File: src/blr_pkg.sv
`default_nettype none
package blr_pkg;

  localparam int CFG_IDX_W  = 2;
  localparam int CFG_DATA_W = 20;
  localparam int WET_W      = 16;
  localparam int BEAT_W     = 20;
  localparam int WEIGHT_W   = 17;

  localparam logic [WEIGHT_W-1:0] WET_ONE = 17'd32768;

  typedef enum logic [CFG_IDX_W-1:0] {
    CFG_BEAT_SELECT = 2'd0,
    CFG_WET_MIX     = 2'd1,
    CFG_BEAT_LENGTH = 2'd2
  } cfg_idx_t;

  // loop source for one transaction: recording, and read address equals write address
  typedef struct packed {
    logic active;
    logic hit;
  } tap_ctl_t;

endpackage
`default_nettype wire

File: src/blr_ctrl.sv
`default_nettype none
module blr_ctrl #(
  parameter int STORE_DEPTH = 524288
) (
  input  wire logic                               clk,
  input  wire logic                               rst,
  input  wire logic                               cfg_we,
  input  wire logic [blr_pkg::CFG_IDX_W-1:0]      cfg_idx,
  input  wire logic [blr_pkg::CFG_DATA_W-1:0]     cfg_data,
  input  wire logic                               accept,
  input  wire logic                               loop_active,
  output logic                                    wr_en,
  output logic      [$clog2(STORE_DEPTH)-1:0]     wr_addr,
  output logic                                    rd_en,
  output logic      [$clog2(STORE_DEPTH)-1:0]     rd_addr,
  output blr_pkg::tap_ctl_t                       ctl
);

  localparam int AW = $clog2(STORE_DEPTH);
  localparam int LW = $clog2(STORE_DEPTH + 1);
  localparam int CW = LW + 1;
  localparam int MW = (blr_pkg::BEAT_W > CW) ? blr_pkg::BEAT_W : CW;
  localparam logic [AW-1:0] LAST = AW'(STORE_DEPTH - 1);

  logic                        beat_select;
  logic [blr_pkg::BEAT_W-1:0]  beat_length;
  logic [AW-1:0]               wp, fh, hh;
  logic [AW-1:0]               wp_next, fh_next, hh_next;
  logic [MW-1:0]               beat_ext, len_m;
  logic [LW-1:0]               len, half;
  logic [CW-1:0]               fh_inc, hh_inc;

  always_comb begin
    beat_ext = MW'(beat_length);
    len_m    = (beat_ext > MW'(STORE_DEPTH)) ? MW'(STORE_DEPTH) : beat_ext;
    len      = LW'(len_m);
    half     = len >> 1;
    fh_inc   = CW'(fh) + CW'(1);
    hh_inc   = CW'(hh) + CW'(1);
    if (loop_active) begin
      wp_next = (wp == LAST) ? wp : wp + AW'(1);
      fh_next = (fh_inc < CW'(len))  ? AW'(fh_inc) : '0;
      hh_next = (hh_inc < CW'(half)) ? AW'(hh_inc) : '0;
    end else begin
      wp_next = '0;
      fh_next = '0;
      hh_next = '0;
    end
  end

  assign wr_en      = accept && loop_active;
  assign wr_addr    = wp;
  assign rd_en      = accept;
  assign rd_addr    = beat_select ? fh : hh;
  assign ctl.active = loop_active;
  assign ctl.hit    = (rd_addr == wp);

  always_ff @(posedge clk) begin
    if (rst) begin
      beat_select <= 1'b0;
      beat_length <= '0;
      wp          <= '0;
      fh          <= '0;
      hh          <= '0;
    end else begin
      if (cfg_we) begin
        unique case (cfg_idx)
          blr_pkg::CFG_BEAT_SELECT: beat_select <= cfg_data[0];
          blr_pkg::CFG_BEAT_LENGTH: beat_length <= cfg_data[blr_pkg::BEAT_W-1:0];
          default: ;
        endcase
      end
      if (accept) begin
        wp <= wp_next;
        fh <= fh_next;
        hh <= hh_next;
      end
    end
  end

endmodule
`default_nettype wire

File: config.mk
export PLATFORM = sky130hd
export DESIGN_NAME = blr_ctrl
export DESIGN_NICKNAME = d
export VERILOG_FILES = /design/src/blr_pkg.sv /design/src/blr_ctrl.sv
export SDC_FILE = /design/constraint.sdc
export NUM_CORES = 1
export LEC_CHECK = 0
export ABC_AREA = 1
export BUFFER_PORTS_ARGS = -buffer_cell sky130_fd_sc_hd__buf_2
export CORE_MARGIN = 4
export CORE_UTILIZATION = 59
export CTS_CLUSTER_DIAMETER = 60
export CTS_CLUSTER_SIZE = 30
export DETAILED_ROUTE_END_ITERATION = 10
export GPL_TIMING_DRIVEN = 0
export PLACE_DENSITY = 0.81
export SLEW_MARGIN = 20
export SYNTH_ARGS = -nofsm -noshare
export SYNTH_HDL_FRONTEND = slang
export SYNTH_SLANG_ARGS = --single-unit
File: constraint.sdc
create_clock -name clk -period 3.46 [get_ports clk]
set_clock_uncertainty 0.2 [all_clocks]
set_input_delay 0.346 -clock clk [delete_from_list [all_inputs] [get_ports clk]]
set_output_delay 0.346 -clock clk [all_outputs]
set_load 0.01 [all_outputs]
==> results.cfg <==
[outcome]
status = finished, violations left
violations = hold timing

[route]
top_layer = met4
wire_per_inst_um = 14.9
drc_errors = 0
drt_iter0_markers = 509
routed_wl_um = 16200
wl_met3_um = 1470
num_vias = 6060
wl_met2_um = 7390
viasPerCell = 5.56
drt_pre_antenna_iters = 7
wl_met1_um = 6860
final_antenna_net_count = 0

[critical_path]
criticalPathCategory = register to register
critical_path_peak_fanout = 10
required_ns = 3.50
cp_cell_sequence = ha_1 > nand2_1 > inv_1 > nand2_2 > nor2_2 > nand2_1 > nor2_4 > xor2_2 > inv_1 > ha_1 > nand2_1 > o21ai_0 > a21oi_1 > o211ai_1 > nor2_8 > buf_12 > nand3_2 > a21oi_2
start_kind = register
slowest_stage = dfxtp_4
worst_path_most_repeated_cell = nand2_1
cp.arrival_ns = 3.35
crit_path_end_kind = register
crit_path_max_incr_delay_ns = 0.40
path_buf_inv = 3
critical-path-top-delay-family = simple AND/OR/NAND/NOR gates

[finish]
multi_input_area_sq_mm = 0.00362
drive_above_1_share_pct = 17.4
fillers = 861
regArea_sq_mm = 0.00157
n_antenna_cell = 0
instances_no_fill = 1090
fin_area_sq_mm = 0.00660
syn2layout_area_growth_pct = 16.7
fin_nets = 1024

[floorplanning]
die_x_um = 106
start_util_pct = 60.9
die_area_sq_mm = 0.0112
die_h_um = 106
row_count = 35
coreArea_sq_mm = 0.00928
num_io_pins = 69

[clock_tree]
cts_root_buffer = clkbuf_8
cts_max_path_buffers = 2
clk_latency_ns = 0.37
cts_made_buffers = 9
htreeDepth = 3
cts.clk_slew.worst_paths_ns = 0.09
clock_sinks = 78
cts_tree = done

[timing]
slew_headroom_pct = 54.2
hold_ws_ns = -0.0100
fmax_mhz = 302
worstMarginPinSlew_ns = 0.687
period_share_pct = 95.8
fin_tns_setup_ns = 0
setup-violations-final = 0
hold_viol = 6
min_period_ns = 3.31
slew_viol_final = 0

[power]
p_int_w = 0.00141
power.switching_w = 0.000559
power_density_mw_per_mm2 = 298
p_comb_share_pct = 15.0
vdd_ir_drop_max_uv = 221
power.share.switching_pct = 28.4
p_leak_nw = 3.07
p_seq_share_pct = 47.2
p_clk_share_pct = 37.8

[synthesis]
synth.yosys.seq_area_share_pct = 27.6
yosys-top-cells-area = dfxtp_1 (28%), nand2_1 (11%), ha_1 (8.9%)
ys.flop_type = dfxtp_1
netlist_instances = 863
ys.warnings.count = 0
synth.distinct_cells = 34
yosys-top-cells-count = nand2_1 (171), nor2_1 (121), inv_1 (110)
ys_ff_latch = 78
synth_edf_count = 0
avgSynthCellArea_sq_um = 6.55
netlist_area_sq_mm = 0.00565
synth.top_cell.area_share_pct = 27.6
syn_nets = 930
yosys.area.top_type = dfxtp_1
async_flop_share_pct = 0
yosysMostFrequentCell = nand2_1

[job]
drv_cap = 0

[place]
gp_congestion = 0.985
hpwl_um = 12500
placed_cells = 1060
io_buffers = 68
placed_cell_area_sq_mm = 0.00615

[grt]
grt_use_total_pct = 28.9
grt_max_degree = 13
antenna_found_initial = 0
first_global_vias = 5347
overflow = 0
grt_pass1_wl_um = 25900

[min_path]
hold_class = input pin to register
-- per-stage QoR --
stage / total power [W] / utilization, % / setup slack [ns]
2_1_floorplan: 0.00112 / - / 0.373
3_3_place_gp: 0.00120 / 66.3 / -0.476
3_5_place_dp: 0.00121 / 66.3 / -0.526
4_1_cts: 0.00193 / 69.0 / 0.0473
5_1_grt: 0.00205 / 71.1 / -0.0797
6_report: 0.00197 / 71.1 / 0.146
-- layout by cell type (no fill, tap or decap), drive strengths merged, types with 2 or more instances in the layout --
cell	n
dfxtp	78
nand2	177
nand4	16
buf	92
a21oi	73
o21a	4
ha	40
nor3	26
a31oi	2
xor2	42
o21ai	55
xnor2	2
or2	2
inv	110
nor4	8
clkbuf	34
nand3	60
nor3b	2
nor2	128
a211oi	2
-- worst min-delay path, stage by stage --
cell,delay [ns]
buf_2,0.07
nor2_1,0.03
nor2_1,0.08
-- repair_timing --
item	in CTS	in global routing
gates resized for setup	10	23
hold endpoints to repair	1	0
hold buffers	1	0
buffers inserted	0	15
pin swaps	0	11
setup endpoints to repair	28	38
-- cell type report --
class | count | area share, %
Tap cell | 129 | 2.45
Timing Repair Buffer | 84 | 7.02
Sequential cell | 78 | 23.8
Multi-Input combinational cell | 643 | 54.9
Buffer | 31 | 2.41
Clock buffer | 12 | 2.50
Clock inverter | 3 | 0.645
Inverter | 110 | 6.26
-- power by group through the flow --
stage                     clock network [W]  logic (W)  registers, W
after CTS                          0.000739   0.000261      0.000930
after global routing               0.000782   0.000332      0.000933
after global placement                    0   0.000252      0.000950
final                              0.000744   0.000295      0.000930
after detailed placement                  0   0.000257      0.000950
after floorplan                           0   0.000177      0.000946
-- path summary, 6_finish.rpt --
kind | startpoint | end | slack (ns) | depth (start not counted)
worst max register to register | hh[0] | hh[9] | 0.15 | 18
worst min register to register | hh[3] | hh[3] | 0.29 | 2
worst max-delay path | hh[0] | hh[9] | 0.15 | 18
worst min-delay path | cfg_data[1] | beat_length[1] | -0.01 | 3
-- cell families (layout without fill, tap and decap cells) --
| kind of cell | after synthesis | count (layout) | synth area share (%) |
|---|---|---|---|
| xor gates and xnor gates | 44 | 44 | 6.82 |
| and+or+nand+nor | 420 | 420 | 33.1 |
| DFF | 78 | 78 | 27.6 |
| adders and majority gates | 40 | 40 | 8.85 |
| AOI/OAI and AO/OA | 139 | 139 | 13.4 |
| buffers and inverters | 142 | 240 | 10.1 |
-- flip-flops by register name (all words and copies together), names as in the netlist --
register	flops
fh	19
hh	19
beat_length	20
beat_select	1
wr_addr	19
-- metal layers --
metal | global-route usage, % | up-vias
met4 | 9.34 | 0
met5 | 0 | -
met3 | 4.96 | 49
li1 | - | 2985
met1 | 37.3 | 2731
met2 | 49.0 | 295
(Power assumes the default switching activity.)
