File: src/blr_pkg.sv
`default_nettype none
package blr_pkg;

  localparam int CFG_IDX_W  = 2;
  localparam int CFG_DATA_W = 20;
  localparam int WET_W      = 16;
  localparam int BEAT_W     = 20;
  localparam int WEIGHT_W   = 17;

  localparam logic [WEIGHT_W-1:0] WET_ONE = 17'd32768;

  typedef enum logic [CFG_IDX_W-1:0] {
    CFG_BEAT_SELECT = 2'd0,
    CFG_WET_MIX     = 2'd1,
    CFG_BEAT_LENGTH = 2'd2
  } cfg_idx_t;

  // loop source for one transaction: recording, and read address equals write address
  typedef struct packed {
    logic active;
    logic hit;
  } tap_ctl_t;

endpackage
`default_nettype wire

File: src/blr_mix.sv
`default_nettype none
module blr_mix #(
  parameter int SAMPLE_BITS = 16
) (
  input  wire logic                               clk,
  input  wire logic                               rst,
  input  wire logic                               cfg_we,
  input  wire logic [blr_pkg::CFG_IDX_W-1:0]      cfg_idx,
  input  wire logic [blr_pkg::CFG_DATA_W-1:0]     cfg_data,
  input  wire logic                               in_valid,
  output logic                                    in_ready,
  input  wire logic signed [SAMPLE_BITS-1:0]      dry_in,
  input  wire blr_pkg::tap_ctl_t                  ctl_in,
  input  wire logic        [SAMPLE_BITS-1:0]      rdata,
  output logic                                    out_valid,
  input  wire logic                               out_ready,
  output logic signed [SAMPLE_BITS-1:0]           out_data
);

  localparam int PW = SAMPLE_BITS + blr_pkg::WEIGHT_W + 1;

  logic [blr_pkg::WEIGHT_W-1:0]   wet_q, dry_w;
  logic                           s1_v, s2_v;
  logic signed [SAMPLE_BITS-1:0]  s1_dry, loop_smp;
  blr_pkg::tap_ctl_t              s1_ctl;
  logic signed [PW-1:0]           p_dry, p_loop;
  logic signed [PW:0]             sum;
  logic                           s2_ready, o_ready;

  assign o_ready  = !out_valid || out_ready;
  assign s2_ready = !s2_v || o_ready;
  assign in_ready = !s1_v || s2_ready;

  assign dry_w    = blr_pkg::WET_ONE - wet_q;
  // a hit means the sample just written is the one read back
  assign loop_smp = (s1_ctl.active && !s1_ctl.hit) ? $signed(rdata) : s1_dry;
  assign sum      = {p_dry[PW-1], p_dry} + {p_loop[PW-1], p_loop};

  always_ff @(posedge clk) begin
    if (rst) begin
      wet_q     <= '0;
      s1_v      <= 1'b0;
      s2_v      <= 1'b0;
      out_valid <= 1'b0;
    end else begin
      if (cfg_we && cfg_idx == blr_pkg::CFG_WET_MIX) begin
        wet_q <= ({1'b0, cfg_data[blr_pkg::WET_W-1:0]} > blr_pkg::WET_ONE) ?
                 blr_pkg::WET_ONE : {1'b0, cfg_data[blr_pkg::WET_W-1:0]};
      end
      if (in_ready) begin
        s1_v <= in_valid;
      end
      if (s2_ready) begin
        s2_v <= s1_v;
      end
      if (o_ready) begin
        out_valid <= s2_v;
      end
    end
  end

  always_ff @(posedge clk) begin
    if (in_ready && in_valid) begin
      s1_dry <= dry_in;
      s1_ctl <= ctl_in;
    end
    if (s2_ready && s1_v) begin
      p_dry  <= $signed({1'b0, dry_w}) * s1_dry;
      p_loop <= $signed({1'b0, wet_q}) * loop_smp;
    end
    if (o_ready && s2_v) begin
      out_data <= sum[SAMPLE_BITS+14:15];
    end
  end

endmodule
`default_nettype wire

File: config.mk
export PLATFORM = sky130hd
export DESIGN_NAME = blr_mix
export DESIGN_NICKNAME = d
export VERILOG_FILES = /design/src/blr_pkg.sv /design/src/blr_mix.sv
export SDC_FILE = /design/constraint.sdc
export NUM_CORES = 1
export LEC_CHECK = 0
export BUFFER_PORTS_ARGS = -buffer_cell sky130_fd_sc_hd__buf_2
export CAP_MARGIN = 20
export CORE_ASPECT_RATIO = 0.5
export CORE_MARGIN = 5
export CORE_UTILIZATION = 59
export DETAILED_ROUTE_END_ITERATION = 8
export PLACE_DENSITY = 0.79
export SYNTH_ARGS = -nofsm -noshare
export SYNTH_HDL_FRONTEND = slang
export SYNTH_SLANG_ARGS = --single-unit
File: constraint.sdc
create_clock -name clk -period 7.1 [get_ports clk]
set_input_delay 1.42 -clock clk [delete_from_list [all_inputs] [get_ports clk]]
set_output_delay 1.42 -clock clk [all_outputs]
set_load 0.02 [all_outputs]
==> impl.org <==
** STA
- Period Utilization, post-route :: 1.04
- Once routing completed, OpenROAD measured the worst setup slack at -253 ps.
- Number of setup violations in the final report :: 9
- At the pin with the least slew margin, the transition time is between 800 and 900 ps.
- Clock skew on the completed layout was measured at between 10 and 15 ps.
- The count of final max-slew check failures came to 0.
- Slew headroom :: 0.421
- The total count of hold-check failures in the final report is 0.
- The worst path in the final design needs a cycle of between 7000 and 8000 ps, including I/O delays and setup.
- Setup repair after global routing could not meet its margin everywhere.
- Timing-limited maximum frequency :: 136 MHz

** Clock tree
- Num CTS Buffers :: 17
- Hold buffer count at CTS :: 0
- The clock drives 115 sinks.
- The H-tree was split into 4 levels.
- Worst-path clk slew :: 70 ps
- The tree is rooted in a clkbuf_16.
- CTS tree :: done
- CTS Buffer Depth :: 2
- Worst-skew pair later-pin latency :: 430 ps

** Floorplanning
- In this run the horizontal extent of the chip is roughly 290 um.
- From bottom edge to top edge, the die measures about 150 um.
- In this run the standard cell core region covers roughly 38,000 um2.
- Number of standard-cell rows in the floorplan :: 50
- Number of top-level design ports :: between 70 and 80
- Initial core utilization :: 0.599
- The floorplan step defined a die boundary enclosing around 42,000 um2.

** Yosys
- Number of distinct standard cells referenced by the synthesized netlist :: 69
- Area of the mapped netlist :: between 20,000 and 25,000 um2
- The number of nets handed over by synthesis was between 3,000 and 4,000.
- Cell taking the most area after synthesis :: fa_1
- In this run, synthesis produced a sequential element count of between 100 and 150.
- Sorting the synthesized cells by area gives the leading types as fa_1 (36%), ha_1 (14%), edfxtp_1 (13%).
- Number of standard cells after synthesis :: around 2,400
- Each instance of the synthesized netlist takes up on average around 9.5 um2.
- Post-synthesis async set-or-reset flop share :: 0
- The Yosys step of the flow raised 0 warnings.
- Of the post-synthesis cell area, the dominant cell type holds 0.358.
- Counting flops with a built-in enable in the synthesized netlist gives 96.
- Primary flip-flop cell chosen by synthesis mapping :: edfxtp_1
- Of the synthesized area, sequential elements account for 0.145.

** Power and ir drop
- Total power for the finished layout comes to 11,200 uW.
- Total leakage power :: ~0.013 uW
- Peak VDD IR :: 991 uV
- Dividing total power by cell area gives a power density of ~430 nW/um2.

** Global routing
- Total congestion overflow :: 0
- Entering global routing, the biggest net connects 63 pins.
- Antenna violations before repair :: 0
- Combined global-route utilization of all metal layers :: 0.281
- The first global-routing pass estimated 94.2 mm of wire.
- Number of global-route vias before repair :: ~19,000

** Placement
- HPWL reported at the end of detailed placement :: 45.0 mm
- OpenSTA, run right after detailed placement, puts the worst setup slack at -581 ps.
- Placer congestion estimate :: between 0.9 and 1
- Count of buffers from port buffering :: 74
- Placement-stage cell area :: roughly 25,000 um2
- Placed cell count :: slightly above 3,000

** Worst setup path
- The worst setup path is launched from a flip-flop.
- Critical Setup Path Class :: reg -> reg
- For the worst setup path, the data required time is around 7300 ps.
- Maximum fanout count along the critical path :: 6
- STA classifies the critical path endpoint as a flip-flop.
- Worst EP arrival :: around 7500 ps

** Run status
- Result of the run :: finished with violations
- Violations in the final reports :: negative setup slack

** Routing
- Using the TritonRoute via totals, the vias-per-cell ratio works out to 5.65.
- Total routed wirelength :: between 50 and 60 mm
- In the final routed layout, each cell accounts on average for between 15 and 20 um.
- In this run the remaining antenna-violating nets after routing total 0.
- In the routed design, unresolved DRC markers number 0.
- DRC violation total after the first TritonRoute iteration :: between 1,000 and 1,500
- For this run, the detailed router's first-pass iteration total came to 5.
- The final route contains around 17,000 vias.

** Cells and area
- Nets :: between 3,000 and 4,000
- For this run, the share of the core covered by cells in the final layout is 0.688.
- Number of non-filler instances in the completed layout :: approximately 3,100
- Fill count :: ~2,700
- Post-route standard cell area excluding fillers :: roughly 26,000 um2
- Signed area change from the synthesized netlist to the final layout :: 14.8%
- Count of inserted antenna diode cells :: 0
- In the final layout, the share of cells above drive strength 1 is 0.156.

** Worst hold path
- In this run the worst hold path is classified as reg -> reg.

** Run
- Max-Cap Viols :: 0
==> per-stage QoR <==
step           hold slack, ps  TNS (ps)
6_report                  578      -849
5_1_grt                   600     -2830
4_1_cts                   569      -814
3_5_place_dp              549     -5830
3_3_place_gp              531     -4140
2_1_floorplan             476      -194
==> Yosys cell counts, types with 3 or more instances <==
master and n:
mux2_2 11, xor2_1 24, mux2i_1 11, a211oi_1 4, nand2b_1 20, nor4_1 7, clkbuf_1 92, inv_1 502
nor3b_1 5, nand2_1 253, o211ai_1 4, o21bai_1 8, and3_1 3, o21ai_0 22, a21o_1 27, a31oi_1 5
a21oi_1 69, o31ai_1 6, xnor2_1 63, nor3_1 16, ha_1 247, fa_1 402, or2_2 8, o21a_1 7
nand4_1 6, edfxtp_1 96, nor2_1 108, dfxtp_1 19, and2_1 203, buf_1 3, a22oi_1 11, or3_1 4
nor2b_1 58, nand3_1 10, nand3b_1 3
==> worst paths after layout <==
check	startpoint	to	slack, ps	depth (start not counted)
setup / recovery	wet_q[6]	p_dry[30]	-250	24
hold / removal	s1_v	s2_v	580	2
setup reg to reg	wet_q[6]	p_dry[30]	-250	24
hold reg to reg	s1_v	s2_v	580	2
==> layer usage <==
metal  vias to the layer above  track usage  share of wire
met2                       753        0.491           0.49
met3                       177       0.0443          0.079
met4                         0        0.110          0.042
li1                       7663            -              -
met5                         -            0              0
met1                      8781        0.355           0.39
==> worst max-delay path: stages (launching register included) <==
cell and delay [ps]:
dfxtp_2 320, or4_4 530, or3_4 370, or4_4 470, xor2_4 170, buf_12 150, nand2_4 50, fa_1 530
fa_1 440, fa_1 510, inv_2 40, fa_1 470, fa_1 490, inv_1 50, fa_1 480, inv_2 50
ha_4 210, a21o_1 190, nor4b_2 230, o21ai_1 100, a221o_1 390, a2111o_1 420, a31oi_1 170, o21bai_1 120
xor2_1 140
==> sequential cells by signal, summed over array words and instances (netlist names) <==
| register | flops |
|---|---|
| s1_v | 1 |
| out_data | 16 |
| p_loop | 31 |
| s1_ctl | 2 |
| out_valid | 1 |
| wet_q | 16 |
| s1_dry | 16 |
| s2_v | 1 |
| p_dry | 31 |
==> cell type report <==
cell class / count / area, um2 / area share
timing repair buffer: 266 / 1960 / 0.0759
inverter: 503 / 1890 / 0.0733
clock inverter: 15 / 194 / 0.00751
tap: 494 / 618 / 0.0239
sequential: 115 / 3260 / 0.126
multi-input combinational: 1664 / 17500 / 0.677
clock buffer: 17 / 425 / 0.0165
==> where the power goes <==
group	internal (uW)	switching, uW
Clock	563	373
Combinational	4100	4880
Sequential	1150	101
==> kinds of logic (layout without fill, tap and decap cells) <==
| kind of cell | Yosys count | count (layout) | synth area share |
|---|---|---|---|
| adders and majority gates | 649 | 649 | 0.495 |
| AOI/OAI and AO/OA | 192 | 192 | 0.0564 |
| xor gates and xnor gates | 88 | 88 | 0.0346 |
| DFF | 115 | 115 | 0.145 |
| muxes | 22 | 22 | 0.0104 |
| buffers and inverters | 599 | 801 | 0.100 |
| and+or+nand+nor | 713 | 713 | 0.158 |
==> timing repair <==
action | CTS | global route
resized for setup | 41 | 52
setup endpoints to repair | 15 | 21
pin swaps | 35 | 30
setup buffers | 12 | 5
==> placed cells by master (no fill, tap or decap), types with 7 or more instances in the layout <==
cell type,Yosys,layout
inv_1,502,496
fa_1,402,401
nand2_1,253,246
ha_1,247,237
and2_1,203,201
buf_4,0,177
nor2_1,108,104
edfxtp_1,96,96
buf_2,1,74
xnor2_1,63,61
a21oi_1,69,59
nor2b_1,58,57
a21o_1,27,27
xor2_1,24,22
nand2b_1,20,20
dfxtp_1,19,18
clkbuf_16,0,17
nor3_1,16,12
o21ai_0,22,12
a22oi_1,11,11
buf_12,0,10
a21oi_2,0,9
nand3_1,10,9
mux2i_1,11,8
or2_2,8,8
ha_4,0,8
inv_6,0,8
mux2_2,11,7
nand2_2,1,7
o21a_1,7,7
o21bai_1,8,7
(Power assumes the default switching activity.)
